$ cat src/rtl/pspd_pkg.sv
// Shared types and constants of the gain-scheduled PID speed controller.
package pspd_pkg;

  localparam int TARGET_W  = 11;
  localparam int MEAS_W    = 12;
  localparam int ERR_W     = 13;
  localparam int DIFF_W    = 14;
  localparam int GAIN_W    = 20;
  localparam int CFG_W     = 60;
  localparam int CFG_IDX_W = 3;
  localparam int DUTY_W    = 8;

  // shared multiplier: gain-sized operand times one chunk of a magnitude
  localparam int CHUNK_W = 24;
  localparam int PROD_W  = GAIN_W + CHUNK_W;

  // term limit 2^56 on the integral term; accumulator holds it plus the P and D terms with sign
  localparam int TERM_LIM_LOG2 = 56;
  localparam int TERM_W        = TERM_LIM_LOG2 + 1;
  localparam int ACC_W         = TERM_W + 1;

  // divide by 100 as multiply by reciprocal, exact for values below 2^15
  localparam int         W_W         = 15;
  localparam logic [GAIN_W-1:0] RECIP_100 = 20'd5243;
  localparam int         RECIP_SHIFT = 19;

  typedef logic [GAIN_W-1:0]  gain_t;
  typedef logic [CHUNK_W-1:0] chunk_t;
  typedef logic [PROD_W-1:0]  prod_t;
  typedef logic [TARGET_W-1:0] target_t;
  typedef logic [MEAS_W-1:0]  meas_t;
  typedef logic [DUTY_W-1:0]  duty_t;

  typedef enum logic [CFG_IDX_W-1:0] {
    REG_LOW_TARGET  = 3'd0,
    REG_MID_TARGET  = 3'd1,
    REG_LOW_GAINS   = 3'd2,
    REG_MID_GAINS   = 3'd3,
    REG_HIGH_GAINS  = 3'd4
  } cfg_reg_t;

endpackage

$ cat src/rtl/pspd_if.sv
// Valid/ready channel interfaces for speed samples and drive results.
interface pspd_in_if;
  import pspd_pkg::*;
  logic    valid;
  logic    ready;
  target_t set_speed;
  meas_t   measured_speed;
  modport source (output valid, output set_speed, output measured_speed, input ready);
  modport sink   (input valid, input set_speed, input measured_speed, output ready);
endinterface

interface pspd_out_if;
  import pspd_pkg::*;
  logic  valid;
  logic  ready;
  duty_t duty;
  logic  direction;
  logic  drive_updated;
  logic  sum_saturated;
  modport source (output valid, output duty, output direction, output drive_updated,
                  output sum_saturated, input ready);
  modport sink   (input valid, input duty, input direction, input drive_updated,
                  input sum_saturated, output ready);
endinterface

$ cat src/rtl/pspd_mul.sv
// Shared unsigned multiplier with registered product.
module pspd_mul (
  input  logic             clk,
  input  pspd_pkg::gain_t  a,
  input  pspd_pkg::chunk_t b,
  output pspd_pkg::prod_t  prod
);
  import pspd_pkg::*;

  prod_t prod_r;

  always_ff @(posedge clk) begin
    prod_r <= PROD_W'(a) * PROD_W'(b);
  end

  assign prod = prod_r;

endmodule

$ cat src/rtl/pid_speed_to_pwm_drive.sv
// Top level of the gain-scheduled PID speed controller with PWM drive output.
// Usage
//   in_bus  : one beat per control period, target speed (unsigned RPM) and
//             measured speed (two's complement RPM).
//   out_bus : one beat per input beat: held duty, direction, a flag that the
//             drive was rewritten and a flag that the error sum clamped.
//   cfg_*   : plain write port; targets and packed Kp/Ki/Kd gain sets.
//             Write only while the block is idle.
// Timing
//   A single 20x24 multiplier is stepped through Kp*e, Kd*d and the two
//   halves of Ki*sum, then reused for the divide-by-100 reciprocal. The
//   result beat is loaded into the output register from the final step; a
//   new input beat is taken only once the sequencer is back in idle.
//   in_bus.ready is high only while the sequencer is idle.
// Reset: synchronous, active low; targets go to 30/60, gains to zero, error
//   sum, last error, held duty and direction to zero.
// Stall
//   The result waits in its output register; the sequencer holds in its
//   final step until that register is free, and the next input beat may be
//   taken while an earlier result is still waiting.
module pid_speed_to_pwm_drive #(
  parameter int GAIN_FRAC_BITS = 18,
  parameter int SUM_WIDTH      = 32
) (
  input  logic                                clk,
  input  logic                                rst_n,
  pspd_in_if.sink                             in_bus,
  pspd_out_if.source                          out_bus,
  input  logic                                cfg_we,
  input  logic [pspd_pkg::CFG_IDX_W-1:0]      cfg_index,
  input  logic [pspd_pkg::CFG_W-1:0]          cfg_data
);
  import pspd_pkg::*;

  localparam int SPAD_W = 2 * CHUNK_W;          // padded sum magnitude
  localparam int MLOW_W = GAIN_FRAC_BITS + 7;   // at or above this the duty is saturated
  localparam int M255_W = MLOW_W + 8;
  localparam logic [SUM_WIDTH-1:0] SUM_MAX = {1'b0, {(SUM_WIDTH-1){1'b1}}};
  localparam logic [SUM_WIDTH-1:0] SUM_MIN = {1'b1, {(SUM_WIDTH-1){1'b0}}};
  localparam logic [TERM_W-1:0]    TERM_LIM = TERM_W'(1) << TERM_LIM_LOG2;

  // one-hot sequencer
  typedef enum logic [10:0] {
    S_IDLE = 11'b000_0000_0001,
    S_PE   = 11'b000_0000_0010,  // issue Kp*|e|
    S_PD   = 11'b000_0000_0100,  // issue Kd*|d|, take Kp term
    S_IL   = 11'b000_0000_1000,  // issue Ki*sum low, take Kd term
    S_IH   = 11'b000_0001_0000,  // issue Ki*sum high, hold low part
    S_IS   = 11'b000_0010_0000,  // join halves, clamp at 2^56
    S_ACC  = 11'b000_0100_0000,  // add integral term
    S_MAG  = 11'b000_1000_0000,  // magnitude and sign of u
    S_W    = 11'b001_0000_0000,  // |u|*255 >> frac
    S_Q    = 11'b010_0000_0000,  // issue /100 reciprocal
    S_OUT  = 11'b100_0000_0000   // duty, load result register
  } state_t;

  state_t state_r, state_nxt;

  // configuration
  target_t            low_target_r, mid_target_r;
  logic [CFG_W-1:0]   low_gains_r, mid_gains_r, high_gains_r;

  // controller state
  logic [SUM_WIDTH-1:0] error_sum_r;
  logic [ERR_W-1:0]     last_error_r;
  duty_t                held_duty_r;
  logic                 held_dir_r;

  // per-item working registers
  gain_t                kp_r, ki_r, kd_r;
  logic [ERR_W-1:0]     e_mag_r;
  logic                 e_neg_r;
  logic [DIFF_W-1:0]    d_mag_r;
  logic                 d_neg_r;
  logic [SPAD_W-1:0]    s_mag_r;
  logic                 s_neg_r;
  logic                 sat_r;
  logic [TERM_W-1:0]    term_r, term_nxt;
  logic [ACC_W-1:0]     acc_r, acc_nxt;
  logic                 u_zero_r, u_neg_r, big_r;
  logic [MLOW_W-1:0]    m_low_r;
  logic [W_W-1:0]       w_r;

  // result register
  logic                 out_valid_r;
  duty_t                out_duty_r;
  logic                 out_dir_r, out_upd_r, out_sat_r;

  // shared multiplier
  gain_t  mul_a;
  chunk_t mul_b;
  prod_t  prod;

  pspd_mul u_mul (
    .clk  (clk),
    .a    (mul_a),
    .b    (mul_b),
    .prod (prod)
  );

  // ---------------------------------------------------------------- front end
  logic                 in_acc;
  logic [ERR_W-1:0]     e_w;
  logic [DIFF_W-1:0]    d_w;
  logic [SUM_WIDTH:0]   s_ext;
  logic [SUM_WIDTH-1:0] s_w;
  logic                 s_sat;
  logic [CFG_W-1:0]     gains_sel;

  assign in_acc = in_bus.valid && in_bus.ready;
  assign in_bus.ready = (state_r == S_IDLE);

  always_comb begin
    e_w   = ERR_W'({2'b00, in_bus.set_speed})
          - ERR_W'({in_bus.measured_speed[MEAS_W-1], in_bus.measured_speed});
    d_w   = DIFF_W'({e_w[ERR_W-1], e_w}) - DIFF_W'({last_error_r[ERR_W-1], last_error_r});
    s_ext = {error_sum_r[SUM_WIDTH-1], error_sum_r}
          + {{(SUM_WIDTH+1-ERR_W){e_w[ERR_W-1]}}, e_w};
    // overflow when the two top bits disagree
    s_sat = s_ext[SUM_WIDTH] != s_ext[SUM_WIDTH-1];
    if (s_sat) begin
      s_w = s_ext[SUM_WIDTH] ? SUM_MIN : SUM_MAX;
    end else begin
      s_w = s_ext[SUM_WIDTH-1:0];
    end
    // low target wins when both match
    if (in_bus.set_speed == low_target_r) begin
      gains_sel = low_gains_r;
    end else if (in_bus.set_speed == mid_target_r) begin
      gains_sel = mid_gains_r;
    end else begin
      gains_sel = high_gains_r;
    end
  end

  // ---------------------------------------------------------------- datapath
  logic [TERM_W-1:0]  ih_sum;
  logic               ih_big;
  logic [ACC_W-1:0]   add_val, add_twos;
  logic               add_neg;
  logic [ACC_W-1:0]   u_mag;
  logic [M255_W-1:0]  m255;
  logic [8:0]         q;
  duty_t              duty_calc;
  logic               out_free;

  always_comb begin
    mul_a    = RECIP_100;
    mul_b    = CHUNK_W'(w_r);
    add_val  = ACC_W'(prod);
    add_neg  = 1'b0;
    case (state_r)
      S_PE: begin
        mul_a = kp_r;
        mul_b = CHUNK_W'(e_mag_r);
      end
      S_PD: begin
        mul_a   = kd_r;
        mul_b   = CHUNK_W'(d_mag_r);
        add_neg = e_neg_r;
      end
      S_IL: begin
        mul_a   = ki_r;
        mul_b   = s_mag_r[CHUNK_W-1:0];
        add_neg = d_neg_r;
      end
      S_IH: begin
        mul_a = ki_r;
        mul_b = s_mag_r[SPAD_W-1:CHUNK_W];
      end
      S_ACC: begin
        add_val = ACC_W'(term_r);
        add_neg = s_neg_r;
      end
      default: begin
      end
    endcase
    add_twos = add_neg ? (~add_val + ACC_W'(1)) : add_val;
  end

  always_comb begin
    // high half weighs 2^24; anything at or above 2^32 there reaches the limit
    ih_big = |prod[PROD_W-1:32];
    ih_sum = TERM_W'({prod[31:0], {CHUNK_W{1'b0}}}) + term_r;
    term_nxt = term_r;
    if (state_r == S_IH) begin
      term_nxt = TERM_W'(prod);
    end else if (state_r == S_IS) begin
      term_nxt = (ih_big || ih_sum > TERM_LIM) ? TERM_LIM : ih_sum;
    end

    acc_nxt = acc_r;
    case (state_r)
      S_PD:            acc_nxt = add_twos;
      S_IL, S_ACC:     acc_nxt = acc_r + add_twos;
      default:         acc_nxt = acc_r;
    endcase

    u_mag = acc_r[ACC_W-1] ? (~acc_r + ACC_W'(1)) : acc_r;
    m255  = {m_low_r, 8'h00} - M255_W'(m_low_r);
    q     = prod[RECIP_SHIFT+8:RECIP_SHIFT];

    if (big_r || q[8]) begin
      duty_calc = 8'hFF;
    end else if (q == 9'd0) begin
      duty_calc = 8'h01;
    end else begin
      duty_calc = q[7:0];
    end
    out_free = !out_valid_r || out_bus.ready;
  end

  // ---------------------------------------------------------------- sequencer
  always_comb begin
    state_nxt = state_r;
    case (state_r)
      S_IDLE:  if (in_acc) begin
        state_nxt = S_PE;
      end
      S_PE:    state_nxt = S_PD;
      S_PD:    state_nxt = S_IL;
      S_IL:    state_nxt = S_IH;
      S_IH:    state_nxt = S_IS;
      S_IS:    state_nxt = S_ACC;
      S_ACC:   state_nxt = S_MAG;
      S_MAG:   state_nxt = S_W;
      S_W:     state_nxt = S_Q;
      S_Q:     state_nxt = S_OUT;
      S_OUT:   if (out_free) begin
        state_nxt = S_IDLE;
      end
      default: state_nxt = S_IDLE;
    endcase
  end

  // control state and configuration
  always_ff @(posedge clk) begin
    if (!rst_n) begin
      state_r      <= S_IDLE;
      low_target_r <= TARGET_W'(30);
      mid_target_r <= TARGET_W'(60);
      low_gains_r  <= '0;
      mid_gains_r  <= '0;
      high_gains_r <= '0;
      error_sum_r  <= '0;
      last_error_r <= '0;
      held_duty_r  <= '0;
      held_dir_r   <= 1'b0;
      out_valid_r  <= 1'b0;
    end else begin
      state_r <= state_nxt;
      if (cfg_we) begin
        case (cfg_index)
          REG_LOW_TARGET: low_target_r <= cfg_data[TARGET_W-1:0];
          REG_MID_TARGET: mid_target_r <= cfg_data[TARGET_W-1:0];
          REG_LOW_GAINS:  low_gains_r  <= cfg_data;
          REG_MID_GAINS:  mid_gains_r  <= cfg_data;
          REG_HIGH_GAINS: high_gains_r <= cfg_data;
          default: begin
          end
        endcase
      end
      if (in_acc) begin
        error_sum_r  <= s_w;
        last_error_r <= e_w;
      end
      if (state_r == S_OUT && out_free) begin
        out_valid_r <= 1'b1;
        if (!u_zero_r) begin
          held_duty_r <= duty_calc;
          held_dir_r  <= u_neg_r;
        end
      end else if (out_bus.ready) begin
        out_valid_r <= 1'b0;
      end
    end
  end

  // working registers, no reset needed
  always_ff @(posedge clk) begin
    if (in_acc) begin
      kp_r    <= gains_sel[GAIN_W-1:0];
      ki_r    <= gains_sel[2*GAIN_W-1:GAIN_W];
      kd_r    <= gains_sel[3*GAIN_W-1:2*GAIN_W];
      e_neg_r <= e_w[ERR_W-1];
      e_mag_r <= e_w[ERR_W-1] ? (~e_w + ERR_W'(1)) : e_w;
      d_neg_r <= d_w[DIFF_W-1];
      d_mag_r <= d_w[DIFF_W-1] ? (~d_w + DIFF_W'(1)) : d_w;
      s_neg_r <= s_w[SUM_WIDTH-1];
      s_mag_r <= SPAD_W'(s_w[SUM_WIDTH-1] ? SUM_WIDTH'(~s_w + SUM_WIDTH'(1)) : s_w);
      sat_r   <= s_sat;
    end
    term_r <= term_nxt;
    acc_r  <= acc_nxt;
    if (state_r == S_MAG) begin
      u_zero_r <= (acc_r == '0);
      u_neg_r  <= acc_r[ACC_W-1];
      big_r    <= |u_mag[ACC_W-1:MLOW_W];
      m_low_r  <= u_mag[MLOW_W-1:0];
    end
    if (state_r == S_W) begin
      w_r <= m255[GAIN_FRAC_BITS+W_W-1:GAIN_FRAC_BITS];
    end
    if (state_r == S_OUT && out_free) begin
      out_duty_r <= u_zero_r ? held_duty_r : duty_calc;
      out_dir_r  <= u_zero_r ? held_dir_r : u_neg_r;
      out_upd_r  <= !u_zero_r;
      out_sat_r  <= sat_r;
    end
  end

  assign out_bus.valid         = out_valid_r;
  assign out_bus.duty          = out_duty_r;
  assign out_bus.direction     = out_dir_r;
  assign out_bus.drive_updated = out_upd_r;
  assign out_bus.sum_saturated = out_sat_r;

  // ---------------------------------------------------------------- checks
  a_sat_at_limit: assert property (@(posedge clk) disable iff (!rst_n)
    (state_r == S_OUT && sat_r) |-> (error_sum_r == SUM_MAX || error_sum_r == SUM_MIN))
    else $error("saturation flag without clamped error sum");

  a_duty_nonzero: assert property (@(posedge clk) disable iff (!rst_n)
    (state_r == S_OUT && out_free && !u_zero_r) |=> (held_duty_r != '0))
    else $error("drive update left duty at zero");

  a_result_loaded: assert property (@(posedge clk) disable iff (!rst_n)
    (state_r == S_OUT && out_free) |=> (out_valid_r && state_r == S_IDLE))
    else $error("result beat not loaded");

  a_term_limited: assert property (@(posedge clk) disable iff (!rst_n)
    (state_r == S_ACC) |-> (term_r <= TERM_LIM))
    else $error("integral term past its limit");

endmodule

$ cat src/flat_wrapper.sv
// flat-port wrapper written by rule: the top's interface ports become plain ports
module pid_speed_to_pwm_drive_flat import pspd_pkg::*;
#(
  parameter int GAIN_FRAC_BITS = 18,
  parameter int SUM_WIDTH      = 32
)
  (clk, rst_n, cfg_we, cfg_index, cfg_data, in_bus_valid, in_bus_set_speed, in_bus_measured_speed, in_bus_ready, out_bus_valid, out_bus_duty, out_bus_direction, out_bus_drive_updated, out_bus_sum_saturated, out_bus_ready);
  pspd_in_if in_bus_i ();
  pspd_out_if out_bus_i ();
  input  logic clk;
  input  logic rst_n;
  input  logic cfg_we;
  input  logic [pspd_pkg::CFG_IDX_W-1:0] cfg_index;
  input  logic [pspd_pkg::CFG_W-1:0] cfg_data;
  input wire logic [$bits(in_bus_i.valid)-1:0] in_bus_valid;
  input wire logic [$bits(in_bus_i.set_speed)-1:0] in_bus_set_speed;
  input wire logic [$bits(in_bus_i.measured_speed)-1:0] in_bus_measured_speed;
  output wire logic [$bits(in_bus_i.ready)-1:0] in_bus_ready;
  output wire logic [$bits(out_bus_i.valid)-1:0] out_bus_valid;
  output wire logic [$bits(out_bus_i.duty)-1:0] out_bus_duty;
  output wire logic [$bits(out_bus_i.direction)-1:0] out_bus_direction;
  output wire logic [$bits(out_bus_i.drive_updated)-1:0] out_bus_drive_updated;
  output wire logic [$bits(out_bus_i.sum_saturated)-1:0] out_bus_sum_saturated;
  input wire logic [$bits(out_bus_i.ready)-1:0] out_bus_ready;
  assign in_bus_i.valid = in_bus_valid;
  assign in_bus_i.set_speed = in_bus_set_speed;
  assign in_bus_i.measured_speed = in_bus_measured_speed;
  assign in_bus_ready = in_bus_i.ready;
  assign out_bus_valid = out_bus_i.valid;
  assign out_bus_duty = out_bus_i.duty;
  assign out_bus_direction = out_bus_i.direction;
  assign out_bus_drive_updated = out_bus_i.drive_updated;
  assign out_bus_sum_saturated = out_bus_i.sum_saturated;
  assign out_bus_i.ready = out_bus_ready;
  pid_speed_to_pwm_drive #(.GAIN_FRAC_BITS(GAIN_FRAC_BITS), .SUM_WIDTH(SUM_WIDTH)) u_core (.clk(clk), .rst_n(rst_n), .in_bus(in_bus_i), .out_bus(out_bus_i), .cfg_we(cfg_we), .cfg_index(cfg_index), .cfg_data(cfg_data));
endmodule
$ cat config.mk
export PLATFORM = sky130hd
export DESIGN_NAME = pid_speed_to_pwm_drive_flat
export DESIGN_NICKNAME = d
export VERILOG_FILES = /design/src/rtl/pspd_pkg.sv /design/src/rtl/pspd_if.sv /design/src/rtl/pspd_mul.sv /design/src/rtl/pid_speed_to_pwm_drive.sv /design/src/flat_wrapper.sv
export SDC_FILE = /design/constraint.sdc
export NUM_CORES = 2
export LEC_CHECK = 0
export BUFFER_PORTS_ARGS = -buffer_cell sky130_fd_sc_hd__buf_2
export CORE_ASPECT_RATIO = 2
export CORE_UTILIZATION = 30
export CTS_CLUSTER_DIAMETER = 120
export DETAILED_ROUTE_END_ITERATION = 6
export GPL_TIMING_DRIVEN = 0
export SLEW_MARGIN = 10
export SYNTH_ARGS = -nofsm -noshare
export SYNTH_HDL_FRONTEND = slang
export SYNTH_SLANG_ARGS = --single-unit
$ cat constraint.sdc
create_clock -name clk -period 9.35 [get_ports clk]
set_input_delay 1.4025 -clock clk [delete_from_list [all_inputs] [get_ports clk]]
set_output_delay 1.4025 -clock clk [all_outputs]
set_load 0.01 [all_outputs]
Word-level counts from Yosys, hierarchy flattened
Index checks and enable logic that the tools add are counted.
{"block": "classes", "n_lt_le_gt_ge": 1, "div_mod_pow": 0, "n_reduce_logical": 23, "n_shift": 0, "eq_ne": 20, "n_bitwise": 5, "addsub": 11, "muxes": 26, "multipliers": 1}
{"cell": "$pmux W11 S11", "n": 1}
{"cell": "$mux W60", "n": 2}
{"cell": "$add A58 B1 Y58 const B", "n": 2}
{"cell": "$mux W58", "n": 2}
{"cell": "$pmux W58 S2", "n": 1}
{"cell": "$mux W57", "n": 2}
{"cell": "$pmux W24 S4", "n": 1}
{"cell": "$mux W44", "n": 2}
{"cell": "$mux W32", "n": 2}
{"cell": "$pmux W20 S3", "n": 1}
{"cell": "$add A58 B58 Y58", "n": 1}
{"cell": "$logic_not A58 Y1", "n": 1}
{"cell": "$not A57 Y58", "n": 1}
{"cell": "$not A58 Y58", "n": 1}
{"cell": "$add A56 B57 Y57", "n": 1}
{"cell": "$gt A57 B57 Y1 const B", "n": 1}
{"cell": "$mul A20 B24 Y44", "n": 1}
{"cell": "$add A32 B13 Y33", "n": 1}
{"cell": "$reduce_or A33 Y1", "n": 1}
{"cell": "$sub A33 B25 Y33", "n": 1}
{"cell": "$add A32 B1 Y32 const B", "n": 1}
{"cell": "$not A32 Y32", "n": 1}
{"cell": "$mux W31", "n": 1}
{"cell": "$mux W8", "n": 3}
{"cell": "38 further kinds", "n": 55}
{"block": "totals", "rom_bits": 0, "ff_bits": 620, "elab_cells": 124, "n_memories": 0, "input_bits": 91, "output_inout_bits": 13, "latch_bits": 0, "ramBits": 0}

Depth between registers and ports, before layout
{"block": "logic_depth", "depth_word": 7, "ltp_mapped": 40, "mapped_depth_nobuf": 37}

Modules after synthesis
A second synthesis with hierarchy kept.
{"block": "unflattened", "hier_cells": 5966, "hier_area_um2": 52419.0}
{"mod": "pid_speed_to_pwm_drive", "seq_area_each_um2": 14003.4, "area_per_inst_um2": 35660.5, "cells_per_inst": 4124, "instances": 1}
{"mod": "pspd_mul", "seq_area_each_um2": 880.8, "area_per_inst_um2": 16758.6, "cells_per_inst": 1842, "instances": 1}

Least setup slack after synthesis
OpenSTA, ideal clock, no wires.
{"block": "synth_path", "path_kind": "input to register", "start": "input port in_bus_set_speed[0]", "end": "register u_core.s_mag_r[28], data pin", "path_stages": 40, "arrival_ns": 9.343, "slack_ns": -0.256, "setup_ns": 0.263, "n_path_buf": 4, "required_time_ns": 9.087, "cell_sequence": "inv_1 -> ha_1 -> inv_1 -> fa_1 -> a21o_1 -> a21oi_1 -> o21ai_0 -> a21oi_1 -> o21bai_1 -> a21o_1 -> a21oi_1 -> o21ai_0 -> or3_1 -> clkbuf_1 -> inv_1 -> ha_1 -> clkbuf_1 -> and4_1 -> [4 not listed] -> o2111ai_1 -> a21o_1 -> a21o_1 -> a21o_1 -> a21o_1 -> xnor2_1 -> ha_1 -> clkbuf_1 -> a32oi_1 -> clkbuf_1 -> o21ai_0 -> ha_1 -> nor2b_1 -> and2_1 -> nand3_1 -> nor4b_2 -> a31oi_1 -> xnor2_1"}
{"block": "synth_between", "elab_chain_cells": 7, "elab_cells_between_ends": 8, "classes_between": "add/sub (3); eq/ne (1); mux (3); bitwise (1)"}
{"element": "start: declaration", "line_no": "flat_wrapper.sv:16", "source": "input wire logic [$bits(in_bus_i.set_speed)-1:0] in_bus_set_speed;"}
{"element": "$sub A12 B12 Y13 (*)", "line_no": "pid_speed_to_pwm_drive.sv:115", "source": "- ERR_W'({in_bus.measured_speed[MEAS_W-1], in_bus.measured_speed});"}
{"element": "named net u_core.e_w[12]", "line_no": "pid_speed_to_pwm_drive.sv:103", "source": "logic [ERR_W-1:0] e_w;"}
{"element": "$add A32 B13 Y33 (*)", "line_no": "pid_speed_to_pwm_drive.sv:118", "source": "+ {{(SUM_WIDTH+1-ERR_W){e_w[ERR_W-1]}}, e_w};"}
{"element": "$ne A1 B1 Y1 (*)", "line_no": "pid_speed_to_pwm_drive.sv:120", "source": "s_sat = s_ext[SUM_WIDTH] != s_ext[SUM_WIDTH-1];"}
{"element": "named net u_core.s_sat", "line_no": "pid_speed_to_pwm_drive.sv:107", "source": "logic s_sat;"}
{"element": "$mux W32 (*)", "line_no": "pid_speed_to_pwm_drive.sv:121", "source": "if (s_sat) begin"}
{"element": "$not A32 Y32", "line_no": "pid_speed_to_pwm_drive.sv:290", "source": "s_mag_r <= SPAD_W'(s_w[SUM_WIDTH-1] ? SUM_WIDTH'(~s_w + SUM_WIDTH'(1)) : s_w);"}
{"element": "$add A32 B1 Y32", "line_no": "pid_speed_to_pwm_drive.sv:290"}
{"element": "$mux W31 (*)", "line_no": "pid_speed_to_pwm_drive.sv:290"}
{"element": "end signal: assignment", "line_no": "pid_speed_to_pwm_drive.sv:290"}
{"element": "end: declaration", "line_no": "pid_speed_to_pwm_drive.sv:75", "source": "logic [SPAD_W-1:0] s_mag_r;"}
The timed path passes the listed nets; every way through them passes the cells marked *.
A chain may end at the register's enable or synchronous reset.

Worst setup path after layout
{"block": "layout_path", "start": "register u_core.state_r[8]", "end": "register u_core.u_mul.prod_r[37] (netlist: u_core.u_mul.prod[37])"}
{"block": "layout_between", "elab_chain_cells": 4, "elab_cells_between_ends": 8, "classes_between": "mul (1); eq/ne (4); mux (2); reduce/logical (1)"}
{"element": "start: declaration", "line_no": "pid_speed_to_pwm_drive.sv:57", "source": "state_t state_r, state_nxt;"}
{"element": "start signal: assignment", "line_no": "pid_speed_to_pwm_drive.sv:251", "source": "state_r <= state_nxt;"}
{"element": "$eq A11 B4 Y1 / $eq A11 B5 Y1 (equally long branches)", "line_no": "pid_speed_to_pwm_drive.sv:152", "source": "case (state_r)"}
{"element": "$reduce_or A2 Y1 (no line)"}
{"element": "$pmux W20 S3", "line_no": "pid_speed_to_pwm_drive.sv:152"}
{"element": "$mul A20 B24 Y44 (*)", "line_no": "pspd_mul.sv:13", "source": "prod_r <= PROD_W'(a) * PROD_W'(b);"}
{"element": "end signal: assignment", "line_no": "pspd_mul.sv:13"}
{"element": "end: declaration", "line_no": "pspd_mul.sv:10", "source": "prod_t prod_r;"}
Mark *: on every way between the ends. The rest lies on a longest branch, timed or not.

==> reports/metrics.yaml <==
status: "finished, violations left"
violations: "design-rule violations"
setup_viol: 0
pwr_density_cell_mw_per_mm2: 253.5
crit_slowest_cell: "fa_1"
critPathMaxFanout: 10
chipWidth_um: 296.2
yosysMostFrequentCell: "nand2_1"
drtIter0Drc: 2710
synth_nets: 6902
routed_wl_um: 212800
internal_power_mw: 8.248
drive_above_1_share_pct: 10.45
total_power_mw: 15.25
synth_cells: 6091
syn_to_final_growth_pct: 15.86
core-area_mm2: 0.1716
postPlaceCellArea_mm2: 0.05559
drc_errors: 2
synthTopCellsByCount: "972 x nand2_1, 649 x nor2_1, 540 x inv_1"
wire_per_inst_um: 24.51
cts_tree: "done"
grt_max_degree: 61
clk_latency_ps: 750
slew_headroom_pct: 5.818
crit_family: "adder cells"
grt_pass1_wl_um: 305500
maxSlewViolCount: 0
async_flop_share_pct: 0
via_count: 45780
numCtsBuffers: 58
synth_seq_area_share_pct: 28.67
grt_pass1_vias: 47790
synth_area_mm2: 0.05192
dr.pass1.iters: 7
die_y_um: 590.3
rsz0062_at_grt: "yes"
clkPwrFrac_pct: 17.1
grt_usage_pct: 24.12
clockRootBuffer: "clkbuf_16"
antenna_found_initial: 10
synth-seq-cells: 604
synthFlopType: "dfxtp_1"
leakagePower_nw: 25.79
synth_area_leaders: "edfxtp_1 16%, fa_1 15%, dfxtp_1 13%"
drv_cap: 0
combPwrFrac_pct: 59.0
synth_edf_count: 279
fin_crit_sh_pct: 99.50
hold_violations: 0
crit_type: "register to register"
synth.largest_area_cell: "edfxtp_1"
hp-class: "register to register"
power.switching_mw: 6.998
ant_nets: 0
clock-skew-final_ps: 78.32
fin_area_mm2: 0.06015
clock-sinks: 604
clk_path_buf_depth: 3
dp_hpwl_um: 172200
yosysUniqueCellTypes: 108
portBuffers: 102
num_rows: 215
required_ps: 9940
ir_worst_vdd_mv: 0.5318
critical_path.max_stage_delay_ps: 590
vias_per_cell: 5.273
io-pin-count: 104
die_area_mm2: 0.1748
grt_overflow_total: 0
tightest_slew_ps: 1377
end_kind: "register"
fmax_ghz: 0.1075
htree_num_levels: 2
swShare_pct: 45.90
gp_congestion: 1.061
crit_buf_inv: 12
period_needed_ps: 9303
crit_arrival_ps: 9890
seqPwrFrac_pct: 23.9
path_common_cell: "fa_1"
ctsHoldBuffers: 0
start_kind: "register"
start_util_pct: 30.25
yosysWarnings: 0
synth_top_area_share_pct: 16.14
clkSlewWorstSetupHoldPaths_ps: 70
nets: 7160
postSynthAreaPerCell_um2: 8.524
## power groups by stage
stage	sequential (mW)	clock [mW]	combinational (mW)
3_5_place_dp	3.65	0	7.46
4_1_cts	3.59	2.64	8.34
2_1_floorplan	3.38	0	5.25
6_report	3.65	2.60	9.00
5_1_grt	3.64	2.71	9.70
3_3_place_gp	3.65	0	7.30
## per-stage QoR
stage	instances	utilization, %	setup TNS [ps]	setup WS (ps)	hold slack, ps
finish	8682	35.05	0	46.91	454.3
floorplan	6091	-	0	32.15	400.3
detailed placement	8487	32.39	-157720	-3711	446.1
CTS	8616	34.32	0	0.4876	455.7
global route	8679	35.04	-1503	-227.7	468.2
global placement	8471	32.21	-177240	-4219	440.9
## repair_timing
item,CTS,global route
gates cloned,2,3
buffers inserted,35,68
endpoints found under the setup margin,90,40
gates resized for setup,286,196
pin swaps,27,93
## worst register-to-register path: cells and delay by family, from the launching register on
kind,cells,cell delay (ps)
buffers and inverters,12,1460
AOI/OAI and AO/OA,8,1420
adders and majority gates,8,3930
DFF,1,360
and+or+nand+nor,10,1950
xor gates and xnor gates,1,80
## cell families (layout without fill, tap and decap cells)
logic type / Yosys count / in the layout / synth area share, %
AOI/OAI and AO/OA: 1251 / 1251 / 14.97
muxes: 125 / 125 / 2.429
buffers and inverters: 826 / 1134 / 6.097
and+or+nand+nor: 2233 / 2233 / 19.15
DFF: 604 / 604 / 28.67
adders and majority gates: 720 / 720 / 23.09
xor gates and xnor gates: 331 / 331 / 5.584
other: 1 / 6 / 0.007223
## final timing paths
path | startpoint | slack, ps | depth (start not counted) | endpoint
max | u_core.state_r[8]$_SDFFE_PN0P_ | 50 | 39 | u_core.u_mul.prod[37]$_DFF_P_
min | u_core.high_gains_r[7]$_SDFFE_PN0P_ | 450 | 2 | u_core.high_gains_r[7]$_SDFFE_PN0P_
max reg2reg | u_core.state_r[8]$_SDFFE_PN0P_ | 50 | 39 | u_core.u_mul.prod[37]$_DFF_P_
min reg2reg | u_core.high_gains_r[7]$_SDFFE_PN0P_ | 450 | 2 | u_core.high_gains_r[7]$_SDFFE_PN0P_
## cells in the final DEF (no fill, tap or decap), types with 39 or more instances in the layout
cell type,Yosys,routed
a31oi_1,54,51
a211oi_1,56,54
xnor2_1,198,193
and2_1,76,57
clkbuf_1,230,178
xor2_1,133,132
nand2b_1,40,39
nand3_1,75,67
buf_4,2,105
nand2_1,972,943
nor2_1,649,626
inv_1,540,530
buf_2,30,121
mux2i_1,117,117
dfxtp_1,325,323
a21oi_1,515,504
clkbuf_16,0,67
edfxtp_1,279,279
a21o_1,112,112
ha_1,323,310
nor3_1,109,105
fa_1,397,388
o21ai_0,203,185
nor4_1,43,40
## layout make-up
| type | instances | area, µm² |
|---|---|---|
| multi-input combinational | 4661 | 35120 |
| timing repair inverter | 1 | 5.005 |
| timing repair buffer | 225 | 1703 |
| buffer | 254 | 1464 |
| clock inverter | 30 | 357.8 |
| sequential | 604 | 14890 |
| antenna | 5 | 12.51 |
| inverter | 544 | 2046 |
| tap | 2278 | 2850 |
| fill | 18040 | 111500 |
| clock buffer | 80 | 1702 |
## layer usage
| metal | routed length (µm) | track usage [%] |
|---|---|---|
| met5 | 8 | 0 |
| met4 | 27900 | 25.53 |
| met3 | 8772 | 3.281 |
| met2 | 114000 | 46.30 |
| met1 | 62100 | 19.86 |
## sequential cells by signal, indices dropped and copies added, names as in the netlist, 15 cells and up
signal and count:
u_core.acc_r 58, u_core.error_sum_r 32, u_core.high_gains_r 60, u_core.kd_r 20
u_core.ki_r 20, u_core.kp_r 20, u_core.low_gains_r 60, u_core.m_low_r 25
u_core.mid_gains_r 60, u_core.s_mag_r 32, u_core.term_r 57, u_core.u_mul.prod 44
u_core.w_r 15
Note: power is estimated with default switching activity, not from simulation.
